File: src/bocl_pkg.sv
// ----------------------------------------------------------------------------
// bocl_pkg
// Shared types and constants for the bidirectional occupancy light control.
// ----------------------------------------------------------------------------
package bocl_pkg;

    // Default sizes of the age timers and the occupancy counter
    localparam int AGE_BITS_DEF   = 16;
    localparam int COUNT_BITS_DEF = 8;

    // Fixed field widths
    localparam int OP_W        = 3;
    localparam int LEVEL_W     = 2;
    localparam int LAMP_W      = 3;
    localparam int LIMIT_W     = 8;
    localparam int TICK_W      = 16;
    localparam int CFG_DATA_W  = 16;
    localparam int CFG_INDEX_W = 2;
    localparam int IN_FIELDS_W = OP_W + 3 + LEVEL_W;
    localparam int IN_TDATA_W  = ((IN_FIELDS_W + 7) / 8) * 8;

    // Register reset values
    localparam logic [LIMIT_W-1:0] MEDIUM_LIMIT_RST = 8'd3;
    localparam logic [LIMIT_W-1:0] HIGH_LIMIT_RST   = 8'd5;
    localparam logic [TICK_W-1:0]  DEBOUNCE_RST     = 16'd200;
    localparam logic [TICK_W-1:0]  PAIR_WINDOW_RST  = 16'd1200;

    typedef enum logic [OP_W-1:0] {
        OP_TICK           = 3'd0,
        OP_SET_OVERRIDE   = 3'd1,
        OP_CLEAR_OVERRIDE = 3'd2,
        OP_TOGGLE_MOTION  = 3'd3,
        OP_CLEAR_COUNT    = 3'd4,
        OP_TOGGLE_SYSTEM  = 3'd5,
        OP_FULL_RESET     = 3'd6
    } op_t;

    typedef enum logic [CFG_INDEX_W-1:0] {
        CFG_MEDIUM_LIMIT = 2'd0,
        CFG_HIGH_LIMIT   = 2'd1,
        CFG_DEBOUNCE     = 2'd2,
        CFG_PAIR_WINDOW  = 2'd3
    } cfg_index_t;

    typedef enum logic [1:0] {
        SIDE_NONE  = 2'd0,
        SIDE_OUTER = 2'd1,
        SIDE_INNER = 2'd2
    } side_t;

    // Per-item command from the control stage to the crossing counter
    typedef struct packed {
        logic tick;
        logic clear;
        logic beam_outer;
        logic beam_inner;
    } step_t;

    // Crossing flags for the current item
    typedef struct packed {
        logic entry;
        logic exit;
    } xing_t;

endpackage

File: src/bocl_crossing.sv
// ----------------------------------------------------------------------------
// bocl_crossing
// Beam debounce, edge pairing and the saturating occupancy counter.
// ----------------------------------------------------------------------------
module bocl_crossing #(
    parameter int AGE_BITS   = bocl_pkg::AGE_BITS_DEF,
    parameter int COUNT_BITS = bocl_pkg::COUNT_BITS_DEF
) (
    input  logic                          clk,
    input  logic                          rst_n,
    input  bocl_pkg::step_t               step,
    input  logic [bocl_pkg::TICK_W-1:0]   debounce_ticks,
    input  logic [bocl_pkg::TICK_W-1:0]   pair_window_ticks,
    output logic [COUNT_BITS-1:0]         count_next,
    output bocl_pkg::xing_t               xing
);
    import bocl_pkg::*;

    localparam int CMP_W = (AGE_BITS > TICK_W) ? AGE_BITS : TICK_W;
    localparam logic [AGE_BITS-1:0]   AGE_MAX   = '1;
    localparam logic [COUNT_BITS-1:0] COUNT_MAX = '1;

    logic                  outer_prev_reg;
    logic                  inner_prev_reg;
    logic [AGE_BITS-1:0]   outer_age_reg;
    logic [AGE_BITS-1:0]   inner_age_reg;
    side_t                 pend_side_reg;
    logic [AGE_BITS-1:0]   pend_age_reg;
    logic [COUNT_BITS-1:0] count_reg;

    logic [AGE_BITS-1:0]   outer_age_inc;
    logic [AGE_BITS-1:0]   inner_age_inc;
    logic [AGE_BITS-1:0]   pend_age_inc;
    logic [CMP_W-1:0]      debounce_x;
    logic [CMP_W-1:0]      window_x;
    logic                  outer_edge;
    logic                  inner_edge;
    side_t                 side_v;
    logic [AGE_BITS-1:0]   pend_age_v;
    logic [COUNT_BITS-1:0] count_v;
    xing_t                 xing_v;

    assign outer_age_inc = (outer_age_reg == AGE_MAX) ? AGE_MAX
                                                      : outer_age_reg + AGE_BITS'(1);
    assign inner_age_inc = (inner_age_reg == AGE_MAX) ? AGE_MAX
                                                      : inner_age_reg + AGE_BITS'(1);
    assign pend_age_inc  = (pend_age_reg == AGE_MAX) ? AGE_MAX
                                                     : pend_age_reg + AGE_BITS'(1);

    assign debounce_x = CMP_W'(debounce_ticks);
    assign window_x   = CMP_W'(pair_window_ticks);

    // falling edge past the debounce age
    assign outer_edge = outer_prev_reg & ~step.beam_outer
                      & (CMP_W'(outer_age_inc) > debounce_x);
    assign inner_edge = inner_prev_reg & ~step.beam_inner
                      & (CMP_W'(inner_age_inc) > debounce_x);

    // Outer edge first, then inner, then drop a stale pending edge
    always_comb
    begin
        side_v     = pend_side_reg;
        pend_age_v = pend_age_inc;
        count_v    = count_reg;
        xing_v     = '0;
        if (outer_edge)
        begin
            if (side_v != SIDE_NONE && CMP_W'(pend_age_v) <= window_x)
            begin
                if (side_v == SIDE_INNER)
                begin
                    if (count_v != '0)
                    begin
                        count_v = count_v - COUNT_BITS'(1);
                    end
                    xing_v.exit = 1'b1;
                end
                side_v = SIDE_NONE;
            end
            else
            begin
                side_v     = SIDE_OUTER;
                pend_age_v = '0;
            end
        end
        if (inner_edge)
        begin
            if (side_v != SIDE_NONE && CMP_W'(pend_age_v) <= window_x)
            begin
                if (side_v == SIDE_OUTER)
                begin
                    if (count_v != COUNT_MAX)
                    begin
                        count_v = count_v + COUNT_BITS'(1);
                    end
                    xing_v.entry = 1'b1;
                end
                side_v = SIDE_NONE;
            end
            else
            begin
                side_v     = SIDE_INNER;
                pend_age_v = '0;
            end
        end
        if (side_v != SIDE_NONE && CMP_W'(pend_age_v) > window_x)
        begin
            side_v = SIDE_NONE;
        end
    end

    assign count_next = step.clear ? '0 : (step.tick ? count_v : count_reg);
    assign xing       = step.tick ? xing_v : '0;

    always_ff @(posedge clk or negedge rst_n)
    begin
        if (!rst_n)
        begin
            outer_prev_reg <= 1'b1;
            inner_prev_reg <= 1'b1;
            outer_age_reg  <= AGE_MAX;
            inner_age_reg  <= AGE_MAX;
            pend_side_reg  <= SIDE_NONE;
            pend_age_reg   <= '0;
            count_reg      <= '0;
        end
        else
        begin
            if (step.tick)
            begin
                outer_prev_reg <= step.beam_outer;
                inner_prev_reg <= step.beam_inner;
                outer_age_reg  <= outer_edge ? '0 : outer_age_inc;
                inner_age_reg  <= inner_edge ? '0 : inner_age_inc;
                pend_side_reg  <= side_v;
                pend_age_reg   <= pend_age_v;
            end
            count_reg <= count_next;
        end
    end

endmodule

File: src/bidirectional_occupancy_light_control.sv
// ----------------------------------------------------------------------------
// bidirectional_occupancy_light_control
// Two-beam people counter with light level, lamp drive and command handling.
// ----------------------------------------------------------------------------
// Pipeline: an accepted item is held in the input register, moves to the
//   result register once the output can take it and is then offered on
//   m_axis; a stalled output holds both stages.
// Throughput: one item per cycle while m_axis is not stalled; the whole step is
//   one combinational pass between the input register and the result register.
// Reset: rst_n is asynchronous, active low; it clears the count, pending edge,
//   command flags and both stage valid flags, and loads the register defaults.
module bidirectional_occupancy_light_control #(
    parameter int AGE_BITS   = bocl_pkg::AGE_BITS_DEF,
    parameter int COUNT_BITS = bocl_pkg::COUNT_BITS_DEF
) (
    input  logic                                   clk,
    input  logic                                   rst_n,
    // Configuration write port
    input  logic                                   cfg_we,
    input  logic [bocl_pkg::CFG_INDEX_W-1:0]       cfg_index,
    input  logic [bocl_pkg::CFG_DATA_W-1:0]        cfg_data,
    // Input items
    input  logic                                   s_axis_tvalid,
    output logic                                   s_axis_tready,
    // op[2:0], beam_outer[3], beam_inner[4], motion_level[5], forced_level[7:6]
    input  logic [bocl_pkg::IN_TDATA_W-1:0]        s_axis_tdata,
    // Result items
    output logic                                   m_axis_tvalid,
    input  logic                                   m_axis_tready,
    // light_level, lamp_bits, head_count, entry_seen, exit_seen,
    // untracked_alert, motion_now; zero-filled to whole bytes
    output logic [((COUNT_BITS + 16) / 8) * 8 - 1:0] m_axis_tdata
);
    import bocl_pkg::*;

    localparam int OUT_FIELDS_W = LEVEL_W + LAMP_W + COUNT_BITS + 4;
    localparam int OUT_TDATA_W  = ((OUT_FIELDS_W + 7) / 8) * 8;
    localparam int LVL_CMP_W    = (COUNT_BITS > LIMIT_W) ? COUNT_BITS : LIMIT_W;

    // Bit positions of the result fields
    localparam int LAMP_LSB   = LEVEL_W;
    localparam int COUNT_LSB  = LAMP_LSB + LAMP_W;
    localparam int ENTRY_BIT  = COUNT_LSB + COUNT_BITS;
    localparam int EXIT_BIT   = ENTRY_BIT + 1;
    localparam int ALERT_BIT  = ENTRY_BIT + 2;
    localparam int MOTION_BIT = ENTRY_BIT + 3;

    // Thermometer lamp code from a light level
    function automatic logic [LAMP_W-1:0] lamp_code(input logic [LEVEL_W-1:0] level);
        logic [LAMP_W-1:0] code;
        begin
            case (level)
                2'd0:    code = 3'b000;
                2'd1:    code = 3'b001;
                2'd2:    code = 3'b011;
                default: code = 3'b111;
            endcase
            return code;
        end
    endfunction

    // Configuration registers
    logic [LIMIT_W-1:0] medium_limit_reg;
    logic [LIMIT_W-1:0] high_limit_reg;
    logic [TICK_W-1:0]  debounce_reg;
    logic [TICK_W-1:0]  pair_window_reg;

    // Input stage
    logic                  in_valid_reg;
    logic [IN_TDATA_W-1:0] in_data_reg;

    // Result stage
    logic                   out_valid_reg;
    logic [OUT_TDATA_W-1:0] out_data_reg;
    logic [OUT_TDATA_W-1:0] out_data_next;

    // Control state
    logic               override_on_reg;
    logic               override_on_next;
    logic [LEVEL_W-1:0] override_level_reg;
    logic [LEVEL_W-1:0] override_level_next;
    logic               motion_off_reg;
    logic               motion_off_next;
    logic               system_off_reg;
    logic               system_off_next;
    logic               motion_prev_reg;

    // Decoded item
    op_t                op;
    logic               beam_outer;
    logic               beam_inner;
    logic               motion_level;
    logic [LEVEL_W-1:0] forced_level;

    logic                  advance;
    logic                  is_tick;
    step_t                 step;
    xing_t                 xing;
    logic [COUNT_BITS-1:0] count_next;
    logic                  motion_now;
    logic                  alert;
    logic [LEVEL_W-1:0]    light_level;
    logic [LAMP_W-1:0]     lamp_bits;
    logic [LVL_CMP_W-1:0]  count_x;

    // ------------------------------------------------------------------
    // Handshake: the input register refills whenever its item moves on
    // to the result register, so a stalled result never starves input
    // for more than the one item already held.
    // ------------------------------------------------------------------
    assign advance       = in_valid_reg & (~out_valid_reg | m_axis_tready);
    assign s_axis_tready = ~in_valid_reg | advance;
    assign m_axis_tvalid = out_valid_reg;
    assign m_axis_tdata  = out_data_reg;

    // Unpack the held item
    assign op           = op_t'(in_data_reg[OP_W-1:0]);
    assign beam_outer   = in_data_reg[OP_W];
    assign beam_inner   = in_data_reg[OP_W + 1];
    assign motion_level = in_data_reg[OP_W + 2];
    assign forced_level = in_data_reg[OP_W + 4:OP_W + 3];

    assign is_tick = (op == OP_TICK);

    // Command to the crossing counter; it only acts on an advancing item
    assign step.tick       = advance & is_tick;
    assign step.clear      = advance & ((op == OP_CLEAR_COUNT) | (op == OP_FULL_RESET));
    assign step.beam_outer = beam_outer;
    assign step.beam_inner = beam_inner;

    bocl_crossing #(
        .AGE_BITS   (AGE_BITS),
        .COUNT_BITS (COUNT_BITS)
    ) u_crossing (
        .clk               (clk),
        .rst_n             (rst_n),
        .step              (step),
        .debounce_ticks    (debounce_reg),
        .pair_window_ticks (pair_window_reg),
        .count_next        (count_next),
        .xing              (xing)
    );

    // ------------------------------------------------------------------
    // Command decode: next values of the control flags. A tick, clear count
    // and the undefined op leave them alone.
    // ------------------------------------------------------------------
    always_comb
    begin
        override_on_next    = override_on_reg;
        override_level_next = override_level_reg;
        motion_off_next     = motion_off_reg;
        system_off_next     = system_off_reg;
        unique case (op)
            OP_SET_OVERRIDE:
            begin
                override_on_next    = 1'b1;
                override_level_next = forced_level;
            end
            OP_CLEAR_OVERRIDE:
            begin
                override_on_next    = 1'b0;
                override_level_next = '0;
            end
            OP_TOGGLE_MOTION:
            begin
                motion_off_next = ~motion_off_reg;
            end
            OP_TOGGLE_SYSTEM:
            begin
                system_off_next = ~system_off_reg;
            end
            OP_FULL_RESET:
            begin
                override_on_next    = 1'b0;
                override_level_next = '0;
                motion_off_next     = 1'b0;
                system_off_next     = 1'b0;
            end
            default:
            begin
                // tick, clear count and the undefined op: flags hold
            end
        endcase
    end

    // Motion after gating: a tick samples the sensor, a command reports the
    // last sample against the updated gate.
    assign motion_now = is_tick ? (~motion_off_reg & motion_level)
                                : (~motion_off_next & motion_prev_reg);

    // Rising motion seen with nobody counted in the room
    assign alert = is_tick & ~motion_prev_reg & motion_now & (count_next == '0);

    // Light level: override, then system off, then motion at zero count,
    // then the two count thresholds.
    assign count_x = LVL_CMP_W'(count_next);

    always_comb
    begin
        if (override_on_next)
        begin
            light_level = override_level_next;
        end
        else if (system_off_next)
        begin
            light_level = 2'd0;
        end
        else if (count_next == '0)
        begin
            light_level = {1'b0, motion_now};
        end
        else if (count_x <= LVL_CMP_W'(medium_limit_reg))
        begin
            light_level = 2'd1;
        end
        else if (count_x <= LVL_CMP_W'(high_limit_reg))
        begin
            light_level = 2'd2;
        end
        else
        begin
            light_level = 2'd3;
        end
    end

    // Lamps go dark whenever the system is off, override or not
    assign lamp_bits = system_off_next ? '0 : lamp_code(light_level);

    assign out_data_next = OUT_TDATA_W'({motion_now, alert, xing.exit, xing.entry,
                                         count_next, lamp_bits, light_level});

    // ------------------------------------------------------------------
    // Configuration registers: user writes only while block is idle; unenforced
    // ------------------------------------------------------------------
    always_ff @(posedge clk or negedge rst_n)
    begin
        if (!rst_n)
        begin
            medium_limit_reg <= MEDIUM_LIMIT_RST;
            high_limit_reg   <= HIGH_LIMIT_RST;
            debounce_reg     <= DEBOUNCE_RST;
            pair_window_reg  <= PAIR_WINDOW_RST;
        end
        else if (cfg_we)
        begin
            unique case (cfg_index_t'(cfg_index))
                CFG_MEDIUM_LIMIT: medium_limit_reg <= cfg_data[LIMIT_W-1:0];
                CFG_HIGH_LIMIT:   high_limit_reg   <= cfg_data[LIMIT_W-1:0];
                CFG_DEBOUNCE:     debounce_reg     <= cfg_data[TICK_W-1:0];
                CFG_PAIR_WINDOW:  pair_window_reg  <= cfg_data[TICK_W-1:0];
                default:          medium_limit_reg <= medium_limit_reg;
            endcase
        end
    end

    // ------------------------------------------------------------------
    // Pipeline control and control flags
    // ------------------------------------------------------------------
    always_ff @(posedge clk or negedge rst_n)
    begin
        if (!rst_n)
        begin
            in_valid_reg       <= 1'b0;
            out_valid_reg      <= 1'b0;
            override_on_reg    <= 1'b0;
            override_level_reg <= '0;
            motion_off_reg     <= 1'b0;
            system_off_reg     <= 1'b0;
            motion_prev_reg    <= 1'b0;
        end
        else
        begin
            if (s_axis_tready)
            begin
                in_valid_reg <= s_axis_tvalid;
            end
            if (advance)
            begin
                out_valid_reg      <= 1'b1;
                override_on_reg    <= override_on_next;
                override_level_reg <= override_level_next;
                motion_off_reg     <= motion_off_next;
                system_off_reg     <= system_off_next;
                if (is_tick)
                begin
                    motion_prev_reg <= motion_now;
                end
            end
            else if (m_axis_tready)
            begin
                out_valid_reg <= 1'b0;
            end
        end
    end

    // Payload registers: load on accept / advance, no reset needed
    always_ff @(posedge clk)
    begin
        if (s_axis_tvalid && s_axis_tready)
        begin
            in_data_reg <= s_axis_tdata;
        end
        if (advance)
        begin
            out_data_reg <= out_data_next;
        end
    end

`ifndef SYNTHESIS
    // An outer edge that closes an exit clears the pending side, so one
    // tick can never close both crossings.
    a_one_crossing: assert property (@(posedge clk) disable iff (!rst_n)
        m_axis_tvalid |-> !(m_axis_tdata[ENTRY_BIT] && m_axis_tdata[EXIT_BIT]))
        else $error("entry and exit in the same result");

    // Lamp drive is always a thermometer code
    a_lamp_thermo: assert property (@(posedge clk) disable iff (!rst_n)
        m_axis_tvalid |-> (m_axis_tdata[COUNT_LSB-1:LAMP_LSB] == 3'b000 ||
                           m_axis_tdata[COUNT_LSB-1:LAMP_LSB] == 3'b001 ||
                           m_axis_tdata[COUNT_LSB-1:LAMP_LSB] == 3'b011 ||
                           m_axis_tdata[COUNT_LSB-1:LAMP_LSB] == 3'b111))
        else $error("lamp bits not a thermometer code");

    // An alert needs gated motion and an empty room
    a_alert_cause: assert property (@(posedge clk) disable iff (!rst_n)
        (m_axis_tvalid && m_axis_tdata[ALERT_BIT]) |->
            (m_axis_tdata[MOTION_BIT] && m_axis_tdata[ENTRY_BIT-1:COUNT_LSB] == '0))
        else $error("alert without motion at zero count");

    // A held item never vanishes while the result side is stalled
    a_input_held: assert property (@(posedge clk) disable iff (!rst_n)
        (in_valid_reg && out_valid_reg && !m_axis_tready) |=> in_valid_reg)
        else $error("input item dropped during stall");
`endif

endmodule

File: config.mk
export PLATFORM = sky130hd
export DESIGN_NAME = bidirectional_occupancy_light_control
export DESIGN_NICKNAME = d
export VERILOG_FILES = /design/src/bocl_pkg.sv /design/src/bocl_crossing.sv /design/src/bidirectional_occupancy_light_control.sv
export SDC_FILE = /design/constraint.sdc
export NUM_CORES = 1
export LEC_CHECK = 0
export ABC_CLOCK_PERIOD_IN_PS = 9850
export BUFFER_PORTS_ARGS = -buffer_cell sky130_fd_sc_hd__buf_2
export CAP_MARGIN = 0
export CORE_MARGIN = 2
export CORE_UTILIZATION = 62
export DETAILED_ROUTE_END_ITERATION = 8
export HOLD_SLACK_MARGIN = 0.06
export PLACE_DENSITY = 0.86
export SLEW_MARGIN = 15
export SYNTH_ARGS = -nofsm -noshare
export SYNTH_HDL_FRONTEND = slang
export SYNTH_SLANG_ARGS = --single-unit
File: constraint.sdc
create_clock -name clk -period 9.85 [get_ports clk]
set_input_delay 0.4925 -clock clk [delete_from_list [all_inputs] [get_ports clk]]
set_output_delay 0.4925 -clock clk [all_outputs]
set_load 0.02 [all_outputs]
# After elaboration in Yosys (flattened, before gate mapping)
# Cells that the tools add are included.
# word_totals
reg_bits	141
latchBits	0
ram_bits	0
rom_bits	0
inputBits	31
output_inout_bits	26
word_cells	135
mem_count	0
# op_classes
add_sub_neg	5
n_mul	0
div_mod_pow	0
order_cmp	7
n_eq_ne	17
shift	0
n_mux	39
bitwise	23
n_reduce_logical	21
# ops
operator	n
$mux 16	9
$mux 8	10
$add 16x1->16 const B	3
$eq 16x16->1 const B	3
$gt 16x16->1	3
$le 16x16->1	2
$le 8x8->1	2
$mux 2	8
$and 1x1->1	12
$reduce_and 2->1	5
$eq 3x3->1 const B	3
$pmux 3 s3	1
$add 8x1->8 const B	1
$eq 2x2->1 const B	4
$logic_not 8->1	1
$ne 8x8->1 const B	1
$not 1->1	8
$reduce_bool 2->1	4
$reduce_bool 8->1	1
$sub 8x1->8 const B	1
$mux 1	7
$eq 2x1->1 const B	3
$eq 3x2->1 const B	2
$pmux 1 s2	3
8 further kinds	15

# Logic depth before layout (Yosys ltp)
# Gate-level depths: netlist of the first run.
# logic_depth
word_depth	21
mapped_depth	39
depth_no_buf	37

# Cells and area by module
# A second synthesis of the first run with hierarchy kept.
# unflattened
cells_unflattened	1040
area_unflattened_um2	9829.4
# by_module_without_submodules
module	n_inst	cells_each	area_each_um2	seq_area_each_um2
bocl_crossing	1	761	6163.4	1544.0
bidirectional_occupancy_light_control	1	279	3666.0	2165.8

# Worst setup path after synthesis of the first run
# OpenSTA, ideal clock, no wires.
# synth_timing
path_type	reg2reg
from	reg u_crossing.outer_age_reg[0]
to	reg out_data_reg[2], in the netlist m_axis_tdata[2] (data pin)
setup_time_ps	272
arrival_ps	7370
required_ps	9578
setup_slack_ps	2208
path_stages_with_launch	36
n_path_buf	3
period_less_slack_ps	7642
path_cell_list	dfstp_2 ha_1 and3_1 and3_1 nand2_1 or3_1 clkbuf_1 o21ai_0 ha_1 nand2_1 nor4_2 a21boi_2 o41ai_2 buf_2 nor2_1 clkbuf_1 nor2_1 ha_1 nor2b_1 o211ai_1 a21oi_1 o31ai_1 a22oi_1 a2111oi_4 nor4b_2 mux2_2 o211ai_2 ha_1 nand4_1 nor2_1 or3_1 o221ai_1 o31a_1 o211ai_2 a21boi_2 a21oi_1
# synth_between
elab_chain_len	20
elab_cells_between_ends	32
classes_between	add/sub: 2; order compare: 4; eq/ne: 5; mux: 16; bitwise: 1; reduce/logical: 4
# synth_lines
item	line_no	rtl
start, declared	bocl_crossing.sv:25	logic [AGE_BITS-1:0] outer_age_reg;
start signal, assigned	bocl_crossing.sv:133	outer_age_reg <= outer_edge ? '0 : outer_age_inc;
$add 16x1->16 / $eq 16x16->1 (equally long branches)	bocl_crossing.sv:44, bocl_crossing.sv:43	
$mux 16 (*)	bocl_crossing.sv:43	assign outer_age_inc = (outer_age_reg == AGE_MAX) ? AGE_MAX
$gt 16x16->1 (*)	bocl_crossing.sv:55	& (CMP_W'(outer_age_inc) > debounce_x);
$and 1x1->1 (*)	bocl_crossing.sv:55	
$mux 8	bocl_crossing.sv:66	if (outer_edge)
$add 8x1->8 / $ne 8x8->1 (equally long branches)	bocl_crossing.sv:94, bocl_crossing.sv:92	
$mux 8	bocl_crossing.sv:92	if (count_v != COUNT_MAX)
$mux 8	bocl_crossing.sv:90	if (side_v == SIDE_OUTER)
[... 4 more ...]	n/a	
net count_next[7]	bidirectional_occupancy_light_control.sv:99	logic [COUNT_BITS-1:0] count_next;
$le 8x8->1	bidirectional_occupancy_light_control.sv:217	else if (count_x <= LVL_CMP_W'(high_limit_reg))
$mux 1	bidirectional_occupancy_light_control.sv:217	
$mux 2	bidirectional_occupancy_light_control.sv:213	else if (count_x <= LVL_CMP_W'(medium_limit_reg))
$mux 2 (*)	bidirectional_occupancy_light_control.sv:209	else if (count_next == '0)
$mux 2 (*)	bidirectional_occupancy_light_control.sv:205	else if (system_off_next)
$mux 2 (*)	bidirectional_occupancy_light_control.sv:201	if (override_on_next)
$eq 2x2->1, or another cell as far along	bidirectional_occupancy_light_control.sv:52	case (level)
$pmux 3 s3 (*)	bidirectional_occupancy_light_control.sv:52	
end signal, assigned	bidirectional_occupancy_light_control.sv:306	out_data_reg <= out_data_next;
end, declared	bidirectional_occupancy_light_control.sv:74	logic [OUT_TDATA_W-1:0] out_data_reg;
# The timed path passes the listed nets; every way through them passes the cells marked *.
# A chain may end at the register's enable or synchronous reset.

# Worst setup path after layout of the first run
# layout_timing
from	reg u_crossing.outer_age_reg[0]
to	reg out_data_reg[4], in the netlist m_axis_tdata[4] (data pin)
# The elaborated chain is that of the path after synthesis.

==> summary.txt, run 1 <==
Die
  • Ports: 57
  • Starting Density: 0.638
  • Width of the die: 129 um
  • Die area: 16700 um^2
  • Die height: 129 um
  • Total core area: 15300 um^2
  • Row count: 45

Power and ir drop
  • Leak: 5.13 nW
  • Clock Power Share: 0.356
  • Internal: 1.28 mW
  • Sw frac: 0.331
  • Cell Pwr Density: 177 nW/um^2
  • Maximum VDD drop: 0.158 mV
  • Net Switching: 633 uW
  • Comb pwr share: 0.251
  • Sequential share of power: 0.393

Cells and area
  • Register area: 3710 um^2
  • Number of flip-flops in the largest register: 17
  • Layout area overhead: 11.0%
  • Final core utilization: 0.709
  • Antenna diodes: 0
  • Net count, final: 1244
  • FILL cells: 1115
  • Area of the multi-input gates: 5610 um^2
  • Share of cells above drive strength 1: 0.182

Clock tree
  • Worst-Skew Late Latency: 0.44 ns
  • PostCTS Resize Cnt: 0
  • Cts bufs inserted: 17
  • Deepest clock path buffer count: 2
  • Root cell of the clock tree: clkbuf_16
  • Clk pin slew, worst setup/hold paths: 0.07 ns
  • Hold Buf Count CTS: 0
  • CTS tree: yes
  • CTS sink count: 141
  • Max H-tree Level: 4
  • Setup Buffers After CTS: 0

Placement
  • Post-DP HPWL: 16.9 mm
  • Post-place setup slack: 1.18 ns
  • Buffers on Ports: 49
  • Placer Congestion: 0.909

GRT
  • Congestion Overflow GR: 0
  • Pin count of the biggest net entering global routing: 86
  • First-pass GRT wire length: 38.8 mm
  • Vias in the first global route: 8005
  • Total track usage: 0.296
  • Initial antenna violation count: 0

Synth
  • Synth area leader: dfrtp_1
  • Share of the synthesized area in the top cell type: 0.182
  • Synth Flop Type: dfrtp_1
  • Mean Syn Cell Area: 9.10 um^2
  • Synth Warn #: 0
  • Synth area leaders: dfrtp_1, ha_1, dfstp_2
  • Seq/Total Area, Yosys: 0.381
  • Mapped Area: 9740 um^2
  • Cell variety after synth: 71
  • Syn Inst Count: 1070
  • Synthesized flop and latch total: 141
  • Synth cell count leaders: nand2_1, ha_1, nor2_1, inv_1, dfrtp_1
  • Asr flop ratio synth: 0.823
  • Most frequent cell after synthesis: nand2_1
  • Post-synth EDFFs: 25

Critical path
  • Critical Path RT: 10.12 ns
  • Crit-path max FO: 15
  • Startpoint Class: flop
  • CP max-delay cell: nor2_1
  • Max incr delay on CP: 0.79 ns
  • CP dominant cell by count: ha_1
  • Reg-to-Reg Start: u_crossing.outer_age_reg[0]$_DFFE_PN1P_
  • WP data arrival: 9.05 ns
  • Setup CP Type: flop to flop
  • Crit. Startpoint: u_crossing.outer_age_reg[0]$_DFFE_PN1P_
  • Crit end category: flop

STA
  • Max-Slew Margin vs Limit: 0.338
  • Top achievable clock speed: 114 MHz
  • Setup ws final: 1.07 ns
  • Worst hold slack: 0.0565 ns
  • Period utilisation layout: 0.891
  • Max Transition Viols Final: 0
  • Worst slew pin tran: 0.989 ns
  • TNS Setup: 0 ns
  • Fin. Hold Viols: 0
  • RSZ-0062 raised after global routing: no
  • Clk_skew: 0.0133 ns
  • Setup-failing EPs final: 0
  • Min Tclk post-route: 8.78 ns

Routing
  • Antenna viol nets, final: 0
  • Starting DRT DRC Count: 694
  • Routed len/inst: 17.5 um
  • Final wirelength: 23.4 mm
  • 1st-pass router iterations: 7
  • Vias per cell: 6.13
  • DRC Markers: 0
  • Total number of vias: 8196

Run
  • Max Cap Viol: 0

Outcome
  • Status: finished clean

Hold path
  • Worst Hold Class: primary input to asynchronous set/reset pin
[layer usage]
metal  global-route usage  part of all wire  vias to the layer above
li1                     -                 -                     3892
met1                0.379              0.43                     3914
met2                0.489              0.47                      318
met3               0.0615             0.060                       72
met4                0.131             0.033                        0
met5                    0                 0                        -
[area by class of cell]
cell class / count / share of cell area
clock buffer: 19 / 0.0440
clock inverter: 13 / 0.0146
inverter: 80 / 0.0278
multi-input combinational: 817 / 0.518
sequential: 141 / 0.343
tap: 211 / 0.0244
timing repair buffer: 56 / 0.0278
[worst max-delay path: cells and delay by family (launching register included)]
kind | cells | cell delay [ns]
AO/OA/AOI/OAI | 15 | 3.39
adder cells (fa/ha/maj) | 4 | 1.08
flip-flops | 1 | 0.55
AND/OR/NAND/NOR | 13 | 3.60
[cell usage in the layout, fill, tap and decap left out, drive strengths merged, types with 7 or more instances in the layout]
master	count
inv	89
xor2	16
nand3	55
nor4	8
o21a	10
ha	100
o211ai	8
dfstp	45
nor2b	15
or3	7
mux2	45
and3	14
conb	7
and2	18
nand2b	12
o31ai	24
xnor2	16
a21o	11
clkbuf	19
nor3	16
nand4	23
nand2	144
a21boi	7
dfrtp	71
a21oi	53
nor2	80
buf	56
o21ai	52
edfxtp	25
[kinds of logic (layout without fill, tap and decap cells)]
group | after synthesis | in the layout | synth area share
buffers and inverters | 118 | 168 | 0.0484
flip-flops | 141 | 141 | 0.381
adder cells (fa/ha/maj) | 102 | 102 | 0.130
AND/OR/NAND/NOR | 417 | 417 | 0.209
XOR/XNOR | 32 | 32 | 0.0288
other | 1 | 7 | 0.000385
multiplexers | 50 | 50 | 0.0572
AO/OA/AOI/OAI | 209 | 209 | 0.145
[worst paths after layout]
check / slack [ns] / end / cells past startpoint
worst min register to register: 0.46 / u_crossing.inner_prev_reg$_DFFE_PN1P_ / 2
worst min-delay path: 0.06 / u_crossing.pend_age_reg[0]$_DFFE_PN0P_ / 1
worst max register to register: 1.07 / m_axis_tdata[4]$_SDFFCE_PP0P_ / 32
worst max-delay path: 1.07 / m_axis_tdata[4]$_SDFFCE_PP0P_ / 32
min in group clk: 0.22 / in_data_reg[7]$_DFFE_PP_ / 1
max in group asynchronous: 8.49 / u_crossing.count_reg[4]$_DFF_PN0_ / 2
[through the flow]
stage / instance area [um^2] / cells / total power, mW
finish: 10800 / 1337 / 1.91
global route: 10800 / 1337 / 2.01
CTS: 10800 / 1337 / 1.92
detailed placement: 10200 / 1305 / 1.22
global placement: 10200 / 1305 / 1.19
floorplan: 9760 / 1076 / 1.08
[power groups by stage]
stage	sequential [mW]	clock [mW]	combinational, mW
floorplan	0.748	0	0.334
global placement	0.753	0	0.438
detailed placement	0.758	0	0.465
CTS	0.750	0.692	0.476
global route	0.761	0.713	0.537
finish	0.752	0.681	0.480
Note: power is estimated with default switching activity, not from simulation.
==> inputs of run 2 (changes only) <==
--- a/config.mk
+++ b/config.mk
@@ -6,14 +6,15 @@
 export NUM_CORES = 1
 export LEC_CHECK = 0
 export ABC_CLOCK_PERIOD_IN_PS = 9850
-export BUFFER_PORTS_ARGS = -buffer_cell sky130_fd_sc_hd__buf_2
 export CAP_MARGIN = 0
 export CORE_MARGIN = 2
-export CORE_UTILIZATION = 62
+export CORE_UTILIZATION = 65
 export DETAILED_ROUTE_END_ITERATION = 8
+export DONT_BUFFER_PORTS = 1
 export HOLD_SLACK_MARGIN = 0.06
 export PLACE_DENSITY = 0.86
 export SLEW_MARGIN = 15
 export SYNTH_ARGS = -nofsm -noshare
 export SYNTH_HDL_FRONTEND = slang
+export SYNTH_HIERARCHICAL = 1
 export SYNTH_SLANG_ARGS = --single-unit
==> run 2 against run 1 <==
Clock skew is 0.0019 ns lower. Core utilization increased by 1.3 points. Global-route usage rose by 0.17 points. Critical path depth fell by 1. Design area shrank 2.3%. Sequential cell count unchanged. Count of clock-buffer cells in the layout is 1 higher. Clock power down 5.7%. Largest cell class unchanged. Maximum frequency rose by 0.19%. Register-to-register slack improved by 0.02 ns. Synthesized area up 0.90%.
==> summary.txt, run 2 <==
STA
  • Worst hold slack: 0.148 ns
  • Max-Slew Margin vs Limit: 0.285
  • Setup-failing EPs final: 0
  • Worst slew pin tran: 1.07 ns
  • Min Tclk post-route: 8.76 ns
  • RSZ-0062 raised after global routing: no
  • Fin. Hold Viols: 0
  • Top achievable clock speed: 114 MHz
  • Period utilisation layout: 0.890
  • Clk_skew: 0.0113 ns
  • Max Transition Viols Final: 0
  • TNS Setup: 0 ns

Clock tree
  • Hold Buf Count CTS: 2
  • Clk pin slew, worst setup/hold paths: 0.06 ns
  • Setup Buffers After CTS: 0
  • Worst-Skew Late Latency: 0.44 ns
  • CTS sink count: 141
  • Root cell of the clock tree: clkbuf_16
  • PostCTS Resize Cnt: 0
  • Deepest clock path buffer count: 2
  • Cts bufs inserted: 17
  • Max H-tree Level: 4
  • CTS tree: yes

Synth
  • Post-synth EDFFs: 25
  • Mean Syn Cell Area: 9.45 um^2
  • Syn Inst Count: 1040
  • Synth Flop Type: dfrtp_1
  • Asr flop ratio synth: 0.823
  • Synthesized flop and latch total: 141
  • Synth cell count leaders: nand2_1, ha_1, inv_1, dfrtp_1, nor2_1
  • Synth Warn #: 6
  • Synth area leaders: dfrtp_1, ha_1, dfstp_2
  • Share of the synthesized area in the top cell type: 0.181
  • Synth area leader: dfrtp_1
  • Seq/Total Area, Yosys: 0.377
  • Most frequent cell after synthesis: nand2_1
  • Cell variety after synth: 87
  • Mapped Area: 9830 um^2

Die
  • Ports: 57
  • Die height: 127 um
  • Row count: 44
  • Die area: 16100 um^2
  • Total core area: 14600 um^2
  • Width of the die: 127 um
  • Starting Density: 0.671

Critical path
  • WP data arrival: 8.96 ns
  • Setup CP Type: flop to flop
  • CP dominant cell by count: ha_1
  • CP max-delay cell: nor3_4
  • Crit end category: flop
  • Reg-to-Reg Start: u_crossing/pend_age_reg[3]$_DFFE_PN0P_
  • Startpoint Class: flop
  • Critical Path RT: 10.04 ns
  • R2r worst-path depth: 31
  • Max incr delay on CP: 0.66 ns
  • Crit-path max FO: 19
  • FF-to-FF End: m_axis_tdata[2]$_SDFFCE_PP0P_
  • Reg2Reg Setup Slack: 1.09 ns

GRT
  • Initial antenna violation count: 0
  • First-pass GRT wire length: 38.1 mm
  • Met3 Usage GRT: 0.0720
  • Total track usage: 0.298
  • Grt peak-use layer: met2
  • Vias in the first global route: 7822
  • Congestion Overflow GR: 0
  • Met2 Use GR: 0.494
  • Met1 usage: 0.376
  • Pin count of the biggest net entering global routing: 117

Routing
  • Vias per cell: 6.45
  • 1st-pass router iterations: 5
  • Antenna viol nets, final: 0
  • Total number of vias: 7917
  • DRC Markers: 0
  • Final wirelength: 23.4 mm
  • Starting DRT DRC Count: 611
  • Routed len/inst: 19.0 um

Power and ir drop
  • Cell Pwr Density: 197 nW/um^2
  • Leak: 5.01 nW
  • Maximum VDD drop: 0.150 mV

Cells and area
  • Share of cells above drive strength 1: 0.151
  • Final core utilization: 0.721
  • Layout area overhead: 7.48%
  • Net count, final: 1164
  • Most frequent cells in the layout: nand2_1, ha_1, inv_1
  • Antenna diodes: 0
  • Register area: 3710 um^2
  • Number of flip-flops in the largest register: 17
  • Area of the multi-input gates: 5630 um^2
  • Design area: 10600 um^2
  • FILL cells: 1032
  • Most common cell after layout, fill and taps aside: nand2_1

Hold path
  • Endpoint, Worst Hold: in_data_reg[0]$_DFFE_PP_
  • Hold depth: 0
  • Worst Hold Class: primary input to flop
  • Hold path start: s_axis_tdata[0]

Placement
  • Buffers on Ports: 0
  • Placed Area: 9940 um^2
  • Post-DP HPWL: 16.6 mm
  • Placer Congestion: 0.983

Run
  • Max Cap Viol: 0

Outcome
  • Status: finished clean
-- run 2: changes by cell type after synthesis, sizes merged, moves of 8 or more --
| cell | change |
|---|---|
| nand3 | -8 |
| and4 | +9 |
| inv | +8 |
| o2bb2ai | +14 |
| a21o | +15 |
| a21oi | -20 |
| nand2 | -34 |
| nor2 | -10 |
-- run 2: logic make-up after synthesis --
family          after synthesis  share of synthesized area
compound gates              217                      0.159
xor+xnor                     31                     0.0276
fa+ha+maj                   103                      0.131
buf+inv                     130                     0.0531
flops                       141                      0.377
mux                          52                     0.0588
other cells                   1                   0.000382
simple gates                365                      0.192
-- run 2: area by class of cell --
cell class | count | share of cell area
tap | 184 | 0.0218
timing repair buffer | 8 | 0.00782
clock inverter | 12 | 0.0130
multi-input combinational | 775 | 0.533
sequential | 141 | 0.351
clock buffer | 20 | 0.0423
inverter | 88 | 0.0313
-- run 2: where the power goes --
group          total, mW  internal (mW)  leakage (nW)  switching (mW)
registers          0.821          0.723          1.60          0.0975
clock network      0.642          0.382         0.278           0.260
logic              0.623          0.257          3.13           0.367
total               2.09           1.36          5.01           0.724
-- run 2: routing by layer --
layer  part of all wire  vias up
met4              0.033        0
met5                  0        -
met2               0.48      297
li1                   -     3730
met3              0.068       59
met1               0.42     3831
-- run 2: worst max-delay path: cells and delay by family (launching register included) --
kind	cells	cell delay (ns)
AOI/OAI and AO/OA	12	2.96
DFF	1	0.42
and+or+nand+nor	14	4.06
buffers and inverters	2	0.25
adders and majority gates	3	0.84
-- run 2: stage by stage --
stage / setup WS, ns / std cells / total power [mW]
2_1_floorplan: 2.11 / 1046 / 1.26
3_3_place_gp: 1.56 / 1194 / 1.39
3_5_place_dp: 1.28 / 1194 / 1.41
4_1_cts: 1.24 / 1228 / 2.08
5_1_grt: 0.523 / 1228 / 2.21
6_report: 1.09 / 1228 / 2.09
-- run 2: worst max-delay path by stage --
stage	from	to	slack [ns]	cells past startpoint
after detailed placement	u_crossing/pend_age_reg[3]$_DFFE_PN0P_	m_axis_tdata[2]$_SDFFCE_PP0P_	1.28	31
after CTS	u_crossing/outer_age_reg[0]$_DFFE_PN1P_	m_axis_tdata[2]$_SDFFCE_PP0P_	1.24	30
final	u_crossing/pend_age_reg[3]$_DFFE_PN0P_	m_axis_tdata[2]$_SDFFCE_PP0P_	1.09	31
after floorplan	u_crossing/outer_age_reg[0]$_DFFE_PN1P_	m_axis_tdata[2]$_SDFFCE_PP0P_	2.11	32
after global placement	u_crossing/outer_age_reg[0]$_DFFE_PN1P_	m_axis_tdata[2]$_SDFFCE_PP0P_	1.56	29
after global routing	u_crossing/pend_age_reg[3]$_DFFE_PN0P_	m_axis_tdata[2]$_SDFFCE_PP0P_	0.52	32
